### config.mk
export PLATFORM = sky130hd
export DESIGN_NAME = sha256_byte_stream_hasher
export DESIGN_NICKNAME = d
export VERILOG_FILES = /design/src/sv/sbsh_pkg.sv /design/src/sv/sbsh_front.sv /design/src/sv/sbsh_queue.sv /design/src/sv/sbsh_core.sv /design/src/sv/sha256_byte_stream_hasher.sv
export SDC_FILE = /design/constraint.sdc
export NUM_CORES = 2
export LEC_CHECK = 0
export BUFFER_PORTS_ARGS = -buffer_cell sky130_fd_sc_hd__buf_4
export CORE_MARGIN = 1
export CORE_UTILIZATION = 50
export DETAILED_ROUTE_END_ITERATION = 10
export PLACE_DENSITY_LB_ADDON = 0.2
export SLEW_MARGIN = 40
export SYNTH_ARGS = -nofsm -noshare
export SYNTH_HDL_FRONTEND = slang
export SYNTH_SLANG_ARGS = --single-unit
### constraint.sdc
create_clock -name clk -period 51.5 [get_ports clk]
set_clock_uncertainty 0.2 [all_clocks]
set_input_delay 0 -clock clk [delete_from_list [all_inputs] [get_ports clk]]
set_output_delay 0 -clock clk [all_outputs]
set_load 0.1 [all_outputs]
### src/sv/sbsh_pkg.sv
// Shared types, constants and round functions for the SHA-256 byte hasher.
// Used by sbsh_front, sbsh_queue, sbsh_core and sha256_byte_stream_hasher.
package sbsh_pkg;

  localparam int QUEUE_DEPTH_DEF = 2;
  localparam int BLOCK_WORDS     = 16;
  localparam int HASH_WORDS      = 8;
  localparam int ROUNDS          = 64;
  localparam int COUNT_W         = 61;

  localparam logic [7:0] PAD_BYTE = 8'h80;
  localparam logic [5:0] LEN_POS  = 6'd56;
  localparam logic [5:0] LAST_POS = 6'd63;

  localparam logic [31:0] ROUND_K [ROUNDS] = '{
    32'h428a2f98, 32'h71374491, 32'hb5c0fbcf, 32'he9b5dba5,
    32'h3956c25b, 32'h59f111f1, 32'h923f82a4, 32'hab1c5ed5,
    32'hd807aa98, 32'h12835b01, 32'h243185be, 32'h550c7dc3,
    32'h72be5d74, 32'h80deb1fe, 32'h9bdc06a7, 32'hc19bf174,
    32'he49b69c1, 32'hefbe4786, 32'h0fc19dc6, 32'h240ca1cc,
    32'h2de92c6f, 32'h4a7484aa, 32'h5cb0a9dc, 32'h76f988da,
    32'h983e5152, 32'ha831c66d, 32'hb00327c8, 32'hbf597fc7,
    32'hc6e00bf3, 32'hd5a79147, 32'h06ca6351, 32'h14292967,
    32'h27b70a85, 32'h2e1b2138, 32'h4d2c6dfc, 32'h53380d13,
    32'h650a7354, 32'h766a0abb, 32'h81c2c92e, 32'h92722c85,
    32'ha2bfe8a1, 32'ha81a664b, 32'hc24b8b70, 32'hc76c51a3,
    32'hd192e819, 32'hd6990624, 32'hf40e3585, 32'h106aa070,
    32'h19a4c116, 32'h1e376c08, 32'h2748774c, 32'h34b0bcb5,
    32'h391c0cb3, 32'h4ed8aa4a, 32'h5b9cca4f, 32'h682e6ff3,
    32'h748f82ee, 32'h78a5636f, 32'h84c87814, 32'h8cc70208,
    32'h90befffa, 32'ha4506ceb, 32'hbef9a3f7, 32'hc67178f2
  };

  localparam logic [31:0] INIT_HASH [HASH_WORDS] = '{
    32'h6a09e667, 32'hbb67ae85, 32'h3c6ef372, 32'ha54ff53a,
    32'h510e527f, 32'h9b05688c, 32'h1f83d9ab, 32'h5be0cd19
  };

  typedef logic [31:0] word_t;

  // 512-bit block plus final flag, from the front to the compression unit
  typedef struct packed {
    logic                         final_blk;
    logic [BLOCK_WORDS-1:0][31:0] words;
  } block_t;

  typedef enum logic [2:0] {
    F_BYTES,
    F_FLUSH,
    F_PAD,
    F_PUSH,
    F_LEN
  } front_state_t;

  typedef enum logic [1:0] {
    B_IDLE,
    B_ROUND,
    B_ADD,
    B_OUT
  } back_state_t;

  function automatic word_t big_sig0(word_t x);
    return {x[1:0], x[31:2]} ^ {x[12:0], x[31:13]} ^ {x[21:0], x[31:22]};
  endfunction

  function automatic word_t big_sig1(word_t x);
    return {x[5:0], x[31:6]} ^ {x[10:0], x[31:11]} ^ {x[24:0], x[31:25]};
  endfunction

  function automatic word_t small_sig0(word_t x);
    return {x[6:0], x[31:7]} ^ {x[17:0], x[31:18]} ^ {3'b000, x[31:3]};
  endfunction

  function automatic word_t small_sig1(word_t x);
    return {x[16:0], x[31:17]} ^ {x[18:0], x[31:19]} ^ {10'b0, x[31:10]};
  endfunction

endpackage

### src/sv/sbsh_front.sv
// Byte intake: packs message bytes big-endian into blocks and appends padding.
// Depends on sbsh_pkg; feeds whole blocks to sbsh_queue.
module sbsh_front (
  input  logic            clk,
  input  logic            rst_n,
  input  logic            in_tvalid,
  output logic            in_tready,
  input  logic [7:0]      in_tdata,   // [7:0] data_byte
  input  logic            in_tuser,   // [0] has_byte
  input  logic            in_tlast,
  output logic            push_valid,
  input  logic            push_ready,
  output sbsh_pkg::block_t push_block
);

  sbsh_pkg::front_state_t      state_r, state_nxt;
  sbsh_pkg::word_t             buf_r [sbsh_pkg::BLOCK_WORDS];
  logic [sbsh_pkg::COUNT_W-1:0] count_r;
  logic                        last_r;
  logic                        final_r;
  logic                        accept;
  logic [5:0]                  pos;
  logic [3:0]                  wi;
  logic [1:0]                  lane;
  logic [63:0]                 bit_len;

  // Place one byte into its lane; the first lane starts a fresh word
  function automatic sbsh_pkg::word_t put_byte(sbsh_pkg::word_t old, logic [1:0] ln,
                                              logic [7:0] b);
    sbsh_pkg::word_t res;
    unique case (ln)
      2'd0:    res = {b, 24'h0};
      2'd1:    res = {old[31:24], b, 16'h0};
      2'd2:    res = {old[31:16], b, 8'h0};
      default: res = {old[31:8], b};
    endcase
    return res;
  endfunction

  assign pos     = count_r[5:0];
  assign wi      = pos[5:2];
  assign lane    = pos[1:0];
  assign bit_len = {count_r, 3'b000};
  assign accept  = in_tvalid && in_tready;

  // Next state and handshake outputs
  always_comb begin
    state_nxt  = state_r;
    in_tready  = 1'b0;
    push_valid = 1'b0;
    unique case (state_r)
      sbsh_pkg::F_BYTES: begin
        in_tready = 1'b1;
        if (accept) begin
          if (in_tuser && pos == sbsh_pkg::LAST_POS) begin
            state_nxt = sbsh_pkg::F_FLUSH;
          end else if (in_tlast) begin
            state_nxt = sbsh_pkg::F_PAD;
          end
        end
      end
      sbsh_pkg::F_FLUSH: begin
        push_valid = 1'b1;
        if (push_ready) begin
          state_nxt = last_r ? sbsh_pkg::F_PAD : sbsh_pkg::F_BYTES;
        end
      end
      sbsh_pkg::F_PAD: begin
        state_nxt = sbsh_pkg::F_PUSH;
      end
      sbsh_pkg::F_PUSH: begin
        push_valid = 1'b1;
        if (push_ready) begin
          state_nxt = final_r ? sbsh_pkg::F_BYTES : sbsh_pkg::F_LEN;
        end
      end
      sbsh_pkg::F_LEN: begin
        state_nxt = sbsh_pkg::F_PUSH;
      end
      default: begin
        state_nxt = sbsh_pkg::F_BYTES;
      end
    endcase
  end

  // Hand the buffer out as a block
  always_comb begin
    push_block.final_blk = (state_r == sbsh_pkg::F_PUSH) && final_r;
    for (int i = 0; i < sbsh_pkg::BLOCK_WORDS; i++) begin
      push_block.words[sbsh_pkg::BLOCK_WORDS-1-i] = buf_r[i];
    end
  end

  // Control registers
  always_ff @(posedge clk) begin
    if (!rst_n) begin
      state_r <= sbsh_pkg::F_BYTES;
      count_r <= '0;
      last_r  <= 1'b0;
      final_r <= 1'b0;
    end else begin
      state_r <= state_nxt;
      unique case (state_r)
        sbsh_pkg::F_BYTES: begin
          if (accept) begin
            last_r <= in_tlast;
            if (in_tuser) begin
              count_r <= count_r + 1'b1;
            end
          end
        end
        sbsh_pkg::F_PAD: begin
          final_r <= (pos < sbsh_pkg::LEN_POS);
        end
        sbsh_pkg::F_PUSH: begin
          if (push_ready && final_r) begin
            count_r <= '0;
          end
        end
        sbsh_pkg::F_LEN: begin
          final_r <= 1'b1;
        end
        default: begin
        end
      endcase
    end
  end

  // Block buffer: absorb bytes, pad, write the length
  always_ff @(posedge clk) begin
    unique case (state_r)
      sbsh_pkg::F_BYTES: begin
        if (accept && in_tuser) begin
          buf_r[wi] <= put_byte(buf_r[wi], lane, in_tdata);
        end
      end
      sbsh_pkg::F_PAD: begin
        for (int i = 0; i < sbsh_pkg::BLOCK_WORDS; i++) begin
          if (4'(i) == wi) begin
            buf_r[i] <= put_byte(buf_r[i], lane, sbsh_pkg::PAD_BYTE);
          end else if (4'(i) > wi) begin
            buf_r[i] <= '0;
          end
        end
        // length fits behind the pad in the same block
        if (pos < sbsh_pkg::LEN_POS) begin
          buf_r[sbsh_pkg::BLOCK_WORDS-2] <= bit_len[63:32];
          buf_r[sbsh_pkg::BLOCK_WORDS-1] <= bit_len[31:0];
        end
      end
      sbsh_pkg::F_LEN: begin
        for (int i = 0; i < sbsh_pkg::BLOCK_WORDS-2; i++) begin
          buf_r[i] <= '0;
        end
        buf_r[sbsh_pkg::BLOCK_WORDS-2] <= bit_len[63:32];
        buf_r[sbsh_pkg::BLOCK_WORDS-1] <= bit_len[31:0];
      end
      default: begin
      end
    endcase
  end

  // No new word is taken right after the end of a message
  a_pad_after_last: assert property (@(posedge clk) disable iff (!rst_n)
    accept && in_tlast |=> !in_tready)
    else $error("front accepted a word while padding was due");

  // The final block of a message clears the byte count
  a_count_cleared: assert property (@(posedge clk) disable iff (!rst_n)
    push_valid && push_ready && push_block.final_blk |=> count_r == '0)
    else $error("byte count not cleared after final block");

endmodule

### src/sv/sbsh_queue.sv
// Short block queue between the byte front and the compression unit.
// Depends on sbsh_pkg for the block type.
module sbsh_queue #(
  parameter int DEPTH = sbsh_pkg::QUEUE_DEPTH_DEF
) (
  input  logic             clk,
  input  logic             rst_n,
  input  logic             push_valid,
  output logic             push_ready,
  input  sbsh_pkg::block_t push_block,
  output logic             pop_valid,
  input  logic             pop_ready,
  output sbsh_pkg::block_t pop_block
);

  localparam int PTR_W = $clog2(DEPTH);
  localparam int CNT_W = $clog2(DEPTH + 1);

  sbsh_pkg::block_t   entry_r [DEPTH];
  logic [PTR_W-1:0]   wr_ptr_r, rd_ptr_r;
  logic [CNT_W-1:0]   count_r;
  logic               push, pop;

  assign push_ready = (count_r != CNT_W'(DEPTH));
  assign pop_valid  = (count_r != '0);
  assign push       = push_valid && push_ready;
  assign pop        = pop_valid && pop_ready;
  assign pop_block  = entry_r[rd_ptr_r];

  function automatic logic [PTR_W-1:0] bump(logic [PTR_W-1:0] p);
    return (p == PTR_W'(DEPTH - 1)) ? '0 : p + 1'b1;
  endfunction

  // Advance pointers and fill level
  always_ff @(posedge clk) begin
    if (!rst_n) begin
      wr_ptr_r <= '0;
      rd_ptr_r <= '0;
      count_r  <= '0;
    end else begin
      if (push) begin
        wr_ptr_r <= bump(wr_ptr_r);
      end
      if (pop) begin
        rd_ptr_r <= bump(rd_ptr_r);
      end
      if (push && !pop) begin
        count_r <= count_r + 1'b1;
      end else if (pop && !push) begin
        count_r <= count_r - 1'b1;
      end
    end
  end

  // Store the incoming block
  always_ff @(posedge clk) begin
    if (push) begin
      entry_r[wr_ptr_r] <= push_block;
    end
  end

  a_fill_up: assert property (@(posedge clk) disable iff (!rst_n)
    push && !pop |=> count_r == $past(count_r) + 1'b1)
    else $error("queue fill level did not follow a push");

endmodule

### src/sv/sbsh_core.sv
// Compression unit: one SHA-256 round per cycle, chaining words, digest output.
// Depends on sbsh_pkg for constants, round functions and the block type.
module sbsh_core (
  input  logic             clk,
  input  logic             rst_n,
  input  logic             pop_valid,
  output logic             pop_ready,
  input  sbsh_pkg::block_t pop_block,
  output logic             out_tvalid,
  input  logic             out_tready,
  output logic [39:0]      out_tdata,   // [31:0] digest_word, [34:32] word_index
  output logic             out_tlast    // final_word
);

  localparam logic [2:0] LAST_IDX   = 3'(sbsh_pkg::HASH_WORDS - 1);
  localparam logic [5:0] LAST_ROUND = 6'(sbsh_pkg::ROUNDS - 1);

  sbsh_pkg::back_state_t state_r, state_nxt;
  sbsh_pkg::word_t       win_r   [sbsh_pkg::BLOCK_WORDS];
  sbsh_pkg::word_t       v_r     [sbsh_pkg::HASH_WORDS];
  sbsh_pkg::word_t       chain_r [sbsh_pkg::HASH_WORDS];
  logic [5:0]            round_r;
  logic [2:0]            idx_r;
  logic                  final_r;
  logic                  out_fire;
  sbsh_pkg::word_t       t1, t2, ch, maj, w_new;

  assign pop_ready  = (state_r == sbsh_pkg::B_IDLE);
  assign out_tvalid = (state_r == sbsh_pkg::B_OUT);
  assign out_tdata  = {5'b0, idx_r, chain_r[idx_r]};
  assign out_tlast  = (idx_r == LAST_IDX);
  assign out_fire   = out_tvalid && out_tready;

  // Round datapath and next schedule word
  always_comb begin
    ch    = (v_r[4] & v_r[5]) ^ (~v_r[4] & v_r[6]);
    maj   = (v_r[0] & v_r[1]) ^ (v_r[0] & v_r[2]) ^ (v_r[1] & v_r[2]);
    t1    = v_r[7] + sbsh_pkg::big_sig1(v_r[4]) + ch + sbsh_pkg::ROUND_K[round_r] + win_r[0];
    t2    = sbsh_pkg::big_sig0(v_r[0]) + maj;
    w_new = sbsh_pkg::small_sig1(win_r[14]) + win_r[9]
          + sbsh_pkg::small_sig0(win_r[1]) + win_r[0];
  end

  // Next state
  always_comb begin
    state_nxt = state_r;
    unique case (state_r)
      sbsh_pkg::B_IDLE: begin
        if (pop_valid) begin
          state_nxt = sbsh_pkg::B_ROUND;
        end
      end
      sbsh_pkg::B_ROUND: begin
        if (round_r == LAST_ROUND) begin
          state_nxt = sbsh_pkg::B_ADD;
        end
      end
      sbsh_pkg::B_ADD: begin
        state_nxt = final_r ? sbsh_pkg::B_OUT : sbsh_pkg::B_IDLE;
      end
      sbsh_pkg::B_OUT: begin
        if (out_fire && out_tlast) begin
          state_nxt = sbsh_pkg::B_IDLE;
        end
      end
      default: begin
        state_nxt = sbsh_pkg::B_IDLE;
      end
    endcase
  end

  // Control and chaining registers
  always_ff @(posedge clk) begin
    if (!rst_n) begin
      state_r <= sbsh_pkg::B_IDLE;
      round_r <= '0;
      idx_r   <= '0;
      final_r <= 1'b0;
      for (int i = 0; i < sbsh_pkg::HASH_WORDS; i++) begin
        chain_r[i] <= sbsh_pkg::INIT_HASH[i];
      end
    end else begin
      state_r <= state_nxt;
      unique case (state_r)
        sbsh_pkg::B_IDLE: begin
          if (pop_valid) begin
            final_r <= pop_block.final_blk;
            round_r <= '0;
          end
        end
        sbsh_pkg::B_ROUND: begin
          round_r <= round_r + 1'b1;
        end
        sbsh_pkg::B_ADD: begin
          idx_r <= '0;
          for (int i = 0; i < sbsh_pkg::HASH_WORDS; i++) begin
            chain_r[i] <= chain_r[i] + v_r[i];
          end
        end
        sbsh_pkg::B_OUT: begin
          if (out_fire) begin
            idx_r <= idx_r + 1'b1;
            // reload the initial values once the digest is out
            if (out_tlast) begin
              for (int i = 0; i < sbsh_pkg::HASH_WORDS; i++) begin
                chain_r[i] <= sbsh_pkg::INIT_HASH[i];
              end
            end
          end
        end
        default: begin
        end
      endcase
    end
  end

  // Schedule window and working variables
  always_ff @(posedge clk) begin
    unique case (state_r)
      sbsh_pkg::B_IDLE: begin
        if (pop_valid) begin
          for (int i = 0; i < sbsh_pkg::BLOCK_WORDS; i++) begin
            win_r[i] <= pop_block.words[sbsh_pkg::BLOCK_WORDS-1-i];
          end
          for (int i = 0; i < sbsh_pkg::HASH_WORDS; i++) begin
            v_r[i] <= chain_r[i];
          end
        end
      end
      sbsh_pkg::B_ROUND: begin
        for (int i = 0; i < sbsh_pkg::BLOCK_WORDS-1; i++) begin
          win_r[i] <= win_r[i+1];
        end
        win_r[sbsh_pkg::BLOCK_WORDS-1] <= w_new;
        v_r[7] <= v_r[6];
        v_r[6] <= v_r[5];
        v_r[5] <= v_r[4];
        v_r[4] <= v_r[3] + t1;
        v_r[3] <= v_r[2];
        v_r[2] <= v_r[1];
        v_r[1] <= v_r[0];
        v_r[0] <= t1 + t2;
      end
      default: begin
      end
    endcase
  end

  // Digest words leave in order
  a_index_steps: assert property (@(posedge clk) disable iff (!rst_n)
    out_fire && !out_tlast |=> out_tvalid && idx_r == $past(idx_r) + 3'd1)
    else $error("digest word index skipped");

  // Nothing follows the eighth word of a digest
  a_run_ends: assert property (@(posedge clk) disable iff (!rst_n)
    out_fire && out_tlast |=> !out_tvalid)
    else $error("output still valid after final digest word");

endmodule

### src/sv/sha256_byte_stream_hasher.sv
// Top level of the SHA-256 byte-stream hasher: front, block queue, compression unit.
// Depends on sbsh_pkg, sbsh_front, sbsh_queue and sbsh_core.
//
// Channel   Dir  tdata                                   tuser      tlast
// in_       in   [7:0] data_byte                          has_byte   last
// out_      out  [31:0] digest_word, [34:32] word_index   -          final_word
//
// The front takes one byte per cycle while collecting bytes, but none while a
// full block is queued. Each block passes through the compression unit as load,
// 64 rounds and chain add; the unit takes a new block only when it is idle.
// After the last word, the front pads the message, then one or two blocks are
// compressed and the eight digest words follow, one per accepted cycle.
// Reset (rst_n low, synchronous) empties the queue and reloads the initial hash.
// The front stalls to pad and on a full queue; a stalled output holds the core.
module sha256_byte_stream_hasher #(
  parameter int QUEUE_DEPTH = sbsh_pkg::QUEUE_DEPTH_DEF
) (
  input  logic        clk,
  input  logic        rst_n,
  input  logic        in_tvalid,
  output logic        in_tready,
  input  logic [7:0]  in_tdata,    // [7:0] data_byte
  input  logic        in_tuser,    // [0] has_byte
  input  logic        in_tlast,
  output logic        out_tvalid,
  input  logic        out_tready,
  output logic [39:0] out_tdata,   // [31:0] digest_word, [34:32] word_index
  output logic        out_tlast
);

  logic             push_valid, push_ready;
  logic             pop_valid, pop_ready;
  sbsh_pkg::block_t push_block, pop_block;

  sbsh_front u_front (
    .clk        (clk),
    .rst_n      (rst_n),
    .in_tvalid  (in_tvalid),
    .in_tready  (in_tready),
    .in_tdata   (in_tdata),
    .in_tuser   (in_tuser),
    .in_tlast   (in_tlast),
    .push_valid (push_valid),
    .push_ready (push_ready),
    .push_block (push_block)
  );

  sbsh_queue #(
    .DEPTH (QUEUE_DEPTH)
  ) u_queue (
    .clk        (clk),
    .rst_n      (rst_n),
    .push_valid (push_valid),
    .push_ready (push_ready),
    .push_block (push_block),
    .pop_valid  (pop_valid),
    .pop_ready  (pop_ready),
    .pop_block  (pop_block)
  );

  sbsh_core u_core (
    .clk        (clk),
    .rst_n      (rst_n),
    .pop_valid  (pop_valid),
    .pop_ready  (pop_ready),
    .pop_block  (pop_block),
    .out_tvalid (out_tvalid),
    .out_tready (out_tready),
    .out_tdata  (out_tdata),
    .out_tlast  (out_tlast)
  );

endmodule
Word-level counts from Yosys, hierarchy flattened --
Memories as Yosys holds them, arrays and structs flattened. A register that Yosys moved wholly into a read port is not among the register bits. Index checks and enable logic that the tools add are counted.
Word-level totals: flip-flop bits (word level) 82, RAM bits 2562, ROM bits 2048, bits of input ports 14, output and inout port bits 43, word-level logic and storage cells 530, memories kept 6
Memory list:
- (name not given) | words 64, width 32, read ports 1, clocked after memory_dff 0, wr ports 0, RTL line sbsh_core.sv:38 | t1 = v_r[7] + sbsh_pkg::big_sig1(v_r[4]) + ch + sbsh_pkg::ROUND_K[round_r] + win_r[0];
- u_queue.entry_r | words 2, width 513, read ports 1, clocked after memory_dff 1, wr ports 1, RTL line sbsh_queue.sv:19 | sbsh_pkg::block_t entry_r [DEPTH];
- u_core.win_r | words 16, width 32, read ports 16, clocked after memory_dff 0, wr ports 16, RTL line sbsh_core.sv:19 | sbsh_pkg::word_t win_r [sbsh_pkg::BLOCK_WORDS];
- u_front.buf_r | words 16, width 32, read ports 16, clocked after memory_dff 0, wr ports 16, RTL line sbsh_front.sv:17 | sbsh_pkg::word_t buf_r [sbsh_pkg::BLOCK_WORDS];
- u_core.chain_r | words 8, width 32, read ports 9, clocked after memory_dff 1, wr ports 8, RTL line sbsh_core.sv:21 | sbsh_pkg::word_t chain_r [sbsh_pkg::HASH_WORDS];
- u_core.v_r | words 8, width 32, read ports 8, clocked after memory_dff 0, wr ports 8, RTL line sbsh_core.sv:20 | sbsh_pkg::word_t v_r [sbsh_pkg::HASH_WORDS];
Cells by class: add/subtract/negate cells 25, order comparisons 18, equality and inequality tests 44, mux-type cells 298, bitwise logic cells 92, reductions and logical operators 36
Operators by type and width (number):
- two-way mux 32 bit | 111
- case mux 32 bit (3 select lines) | 17
- adder 32 bit | 18
- XOR 32 bit | 9
- two-way mux 61 bit | 3
- bitwise AND 32 bit | 5
- two-way mux 1 bit | 142
- case mux 61 bit (2 select lines) | 1
- OR 1 bit | 74
- adder 61 x 1 -> 61 bit (second input constant) | 1
- equality test 4 bit (first input constant) | 8
- greater-than comparator 4 bit (first input constant) | 8
- inverter 32 bit | 1
- OR reduction 32 bit | 1
- XOR 32 x 22 -> 32 bit | 1
- XOR 32 x 29 -> 32 bit | 1
- two-way mux 3 bit | 9
- equality test 3 x 4 -> 1 bit (first input constant) | 4
- greater-than comparator 3 x 4 -> 1 bit (first input constant) | 4
- != test 5 bit (second input constant) | 3
- two-way mux 2 bit | 7
- equality test 6 bit (second input constant) | 2
- case mux 3 bit (4 select lines) | 1
- case mux 6 bit (2 select lines) | 1
- 36 further kinds | 81

Depth between registers and ports, before layout --
depth in word-level cells 9, mapped depth 40, mapped depth without buffers 37

By module --
A second synthesis with hierarchy kept.
Second synthesis, totals: cells, all modules 11606, area, all modules 133947.2 um2
By module, submodules not included:
- sbsh_core | instances 1, cells each 7730, area an instance 70969.3 um2
- sbsh_queue | instances 1, cells each 1620, area an instance 39319.0 um2
- sbsh_front | instances 1, cells each 2256, area an instance 23658.9 um2

Worst setup path before layout --
OpenSTA, ideal clock, no wires.
kind register -> register, from register u_front.state_r[2], to memory u_queue.entry_r[0][0] (netlist bit) (enable), setup time 1.463 ns, data arrival time 23.260 ns, data required time 49.837 ns, slack 26.577 ns, stages on the path, launching flop included 5, path through dfxtp_1 -> clkbuf_1 -> nor2b_1 -> and2_1 -> nor2b_1
On the way: word-level cells in the longest chain between the ends 6, elaborated cells on any way between the ends 7, classes of those cells 2 x eq/ne; 3 x mux; 2 x reduce/logical
RTL lines:
- start: declaration | RTL line sbsh_front.sv:16 | sbsh_pkg::front_state_t state_r, state_nxt;
- start signal: assignment | RTL line sbsh_front.sv:97 | state_r <= sbsh_pkg::F_BYTES;
- start signal: assignment | RTL line sbsh_front.sv:102 | state_r <= state_nxt;
- equality test 3 x 1 -> 1 bit / equality test 3 x 2 -> 1 bit (equally long branches) | RTL line sbsh_front.sv:51 | unique case (state_r)
- OR reduction 2 bit (no line) (*)
- two-way mux 1 bit (*) | RTL line sbsh_front.sv:51
- logical AND 1 bit (*) | RTL line sbsh_queue.sv:26 | assign push = push_valid && push_ready;
- via u_queue.push | RTL line sbsh_queue.sv:22 | logic push, pop;
- two-way mux 1 bit (*) | RTL line sbsh_queue.sv:57 | if (push) begin
- two-way mux 1 bit (not written as such) (*) | RTL line sbsh_queue.sv:58 | entry_r[wr_ptr_r] <= push_block;
- end: declaration | RTL line sbsh_queue.sv:19
Mark *: on every way through the listed nets, which the timed path passes. The rest lies on a longest branch.

==> impl_metrics.py <==
metrics = {
    "status": {
        "status": "completed",
    },
    "setup_path": {
        "critical_path_class": "flop to flop",
        "cp_common_cell": "fa_1",
        "startpoint_type": "flop",
        "worstPathRequired_ns": 51.94,
        "reg2reg_slack_ns": 40.88,
        "crit_path_top_delay_cell": "ha_1",
        "critPathMaxFanout": 32,
        "endpoint_kind": "flop",
        "max_stage_delay_ns": 0.72,
        "critPathArrivalTime_ns": 11.06,
    },
    "run": {
        "max_cap_violations": 0,
    },
    "yosys": {
        "synth_seq_cells": 2648,
        "synth-main-ff-cell": "edfxtp_1",
        "yosys-top-cells-area": "edfxtp_1, dfxtp_1, nand2_1, mux2i_1, ha_1",
        "post-synth-top-area-fraction_pct": 53.4,
        "synth_area_sq_um": 128000,
        "yosysUniqueCellTypes": 117,
        "yosysTopAreaCell": "edfxtp_1",
        "synth-async-reset-ratio_pct": 0,
        "ys_seq_area_share_pct": 59.1,
        "syn_inst": 10900,
        "synth_edf_count": 2283,
        "ys.warnings.count": 0,
        "syn_area_per_cell_sq_um": 11.8,
    },
    "clocking": {
        "clkTransAtPathRegs_ns": 0.06,
        "postCtsSetupBuffers": 0,
        "cts_made_buffers": 298,
        "clkSinkCount": 2648,
        "cts.path.max_buffers": 4,
        "cts_tree": "done",
        "h-tree-depth": 5,
        "clk_latency_ns": 0.96,
        "root_buffer": "clkbuf_16",
    },
    "global_route": {
        "antenna_found_initial": 15,
        "grt_start_max_net_pins": 182,
        "first_global_vias": 84200,
        "gr-total-overflow": 0,
        "grt_pass1_wl_um": 580000,
        "gr-usage-all-layers_pct": 30.9,
    },
    "cells_and_area": {
        "final_layout_size_suffix_gt1_share_pct": 8.00,
        "layout.nets": 11500,
        "multiInputGateArea_sq_um": 49600,
        "final_cells": 14500,
        "stdcell_area_sq_um": 142000,
        "synthToLayoutAreaGrowth_pct": 10.9,
        "seqCellArea_sq_um": 75900,
        "n_fill_cell": 21000,
    },
    "worst_hold_path": {
        "hold_path.class": "input port to flop",
    },
    "floorplan": {
        "fp.dieH_um": 509,
        "num_rows": 185,
        "die_area_sq_um": 259000,
        "dieWidth_um": 509,
        "core-area_sq_um": 255000,
        "io_pins": 57,
        "initial_core_util_pct": 50.4,
    },
    "place": {
        "numPortBuffers": 51,
        "dp_cells": 13900,
        "place_congestion": 0.972,
        "dpl_cell_area_sq_um": 133000,
        "pre_cts_slack_ns": 41.08,
        "detailed_place_hpwl_um": 284000,
    },
    "sta": {
        "setup_violations": 0,
        "maxSlewHeadroom_pct": 34.0,
        "worst_pin_slew_ns": 0.983,
        "finalSetupTns_ns": 0,
        "rsz0062_at_grt": "false",
        "fin_ws_ns": 40.88,
        "max_freq_mhz": 94.1,
        "hold_viol_final": 0,
        "min_period_ns": 10.62,
        "layout_worst_path_cycle_share_pct": 20.6,
        "drv_slew": 0,
    },
    "routing": {
        "vias": 87300,
        "drtIter0Drc": 9689,
        "routed_via_density": 6.04,
        "postRouteAntennaNets": 0,
        "wl_um": 404000,
        "post_drt_wl_per_cell_um": 27.9,
        "drtPass1Iterations": 6,
        "drc": 0,
    },
}
==> worst max-delay path, delay by kind of cell, from the launching register on <==
kind,cells,cell delay [ns]
fa+ha+maj,7,3.30
flops,1,0.30
simple gates,4,1.05
xor+xnor,2,0.37
buf+inv,4,0.92
compound gates,18,4.23
==> worst paths after layout <==
path                                                 startpoint                          endpoint  depth (start not counted)
worst max register to register   u_core.round_r[0]$_SDFFE_PN0P_       u_core.v_r[0][29]$_DFFE_PP_                         35
worst min-delay path                                in_tdata[6]    u_front.buf_r[14][6]$_DFFE_PP_                          4
worst min register to register  u_front.buf_r[13][24]$_DFFE_PP_  u_queue.entry_r[0][88]$_DFFE_PP_                          0
worst max-delay path             u_core.round_r[0]$_SDFFE_PN0P_       u_core.v_r[0][29]$_DFFE_PP_                         35
==> logic make-up (layout without fill, tap and decap cells) <==
family | Yosys count | count (layout) | synth area share [%]
multiplexers | 653 | 653 | 5.79
AND/OR/NAND/NOR | 3202 | 3202 | 10.5
XOR/XNOR | 620 | 620 | 4.25
AO/OA/AOI/OAI | 2303 | 2303 | 10.7
adder cells (fa/ha/maj) | 616 | 616 | 7.10
other | 1 | 11 | 0.00292
flip-flops | 2648 | 2648 | 59.1
buffers and inverters | 866 | 1049 | 2.56
==> final cells by class <==
type                       instances  area share, %
tap                             3366           2.96
clock inverter                   128          0.839
multi-input combinational       7399           34.8
timing repair buffer             251           1.67
inverter                         278          0.740
antenna                            6         0.0105
clock buffer                     392           5.67
sequential                      2648           53.3
==> flip-flops by register name, summed over array words and instances (netlist names), named ones only <==
| name | cells |
|---|---|
| u_core.chain_r | 256 |
| u_core.final_r | 1 |
| u_core.idx_r | 3 |
| u_core.round_r | 6 |
| u_core.state_r | 2 |
| u_core.v_r | 256 |
| u_core.win_r | 512 |
| u_front.buf_r | 512 |
| u_front.count_r | 61 |
| u_front.final_r | 1 |
| u_front.last_r | 1 |
| u_front.state_r | 3 |
| u_queue.count_r | 2 |
| u_queue.entry_r | 1026 |
| u_queue.rd_ptr_r | 1 |
| u_queue.wr_ptr_r | 1 |
==> cell usage in the layout, fill, tap and decap left out, types with 76 or more instances in the layout <==
| master | instances |
|---|---|
| ha_1 | 398 |
| buf_4 | 165 |
| edfxtp_1 | 2283 |
| nand2_1 | 1711 |
| clkbuf_16 | 305 |
| nand2b_1 | 80 |
| nand3_1 | 159 |
| clkbuf_1 | 76 |
| mux2i_1 | 539 |
| fa_1 | 195 |
| xor2_1 | 241 |
| inv_1 | 274 |
| o21ai_0 | 916 |
| dfxtp_1 | 356 |
| a21o_1 | 178 |
| xnor2_1 | 377 |
| nor2_1 | 795 |
| a31oi_1 | 83 |
| nor3_1 | 117 |
| a21oi_1 | 564 |
==> synthesized netlist by cell type (all sizes together) (16+ instances only) <==
| library cell | count |
|---|---|
| xnor2 | 378 |
| o211ai | 65 |
| nor3 | 124 |
| nand3 | 164 |
| a31oi | 87 |
| xor2 | 241 |
| o21a | 54 |
| nand4 | 27 |
| ha | 399 |
| nor2b | 75 |
| or3 | 44 |
| inv | 276 |
| edfxtp | 2283 |
| nand2 | 1722 |
| mux4 | 67 |
| clkbuf | 525 |
| o22ai | 32 |
| fa | 195 |
| and4 | 18 |
| a21oi | 581 |
| a21o | 180 |
| dfxtp | 365 |
| and3 | 58 |
| nand2b | 82 |
| or2 | 17 |
| maj3 | 22 |
| a221oi | 19 |
| o21ai | 979 |
| a211oi | 59 |
| and2 | 30 |
| o21bai | 51 |
| mux2 | 47 |
| buf | 63 |
| a211o | 16 |
| o31ai | 31 |
| mux2i | 539 |
| nor2 | 809 |
==> layer usage <==
layer	wire, um	GRT usage (%)	vias to the layer above
li1	-	-	39300
met1	161000	40.2	43400
met2	188000	49.5	3738
met3	27600	4.32	924
met4	27000	17.8	8
met5	53	0	-
==> timing repair <==
action | in CTS | in global routing
hold buffers | 38 | 0
endpoints found under the hold margin | 648 | 0
gates resized for setup | 0 | 0
==> metrics by stage <==
stage / hold WS [ns] / utilization, %
after global routing: 0.0481 / 55.9
final: 0.0831 / 55.9
after global placement: 0.108 / 51.9
after CTS: 0.00130 / 55.9
after detailed placement: 0.121 / 52.1
after floorplan: -0.0617 / -
Power is not shown: default switching activity piles up to over one toggle a cycle in this logic, so the estimate is an artifact.
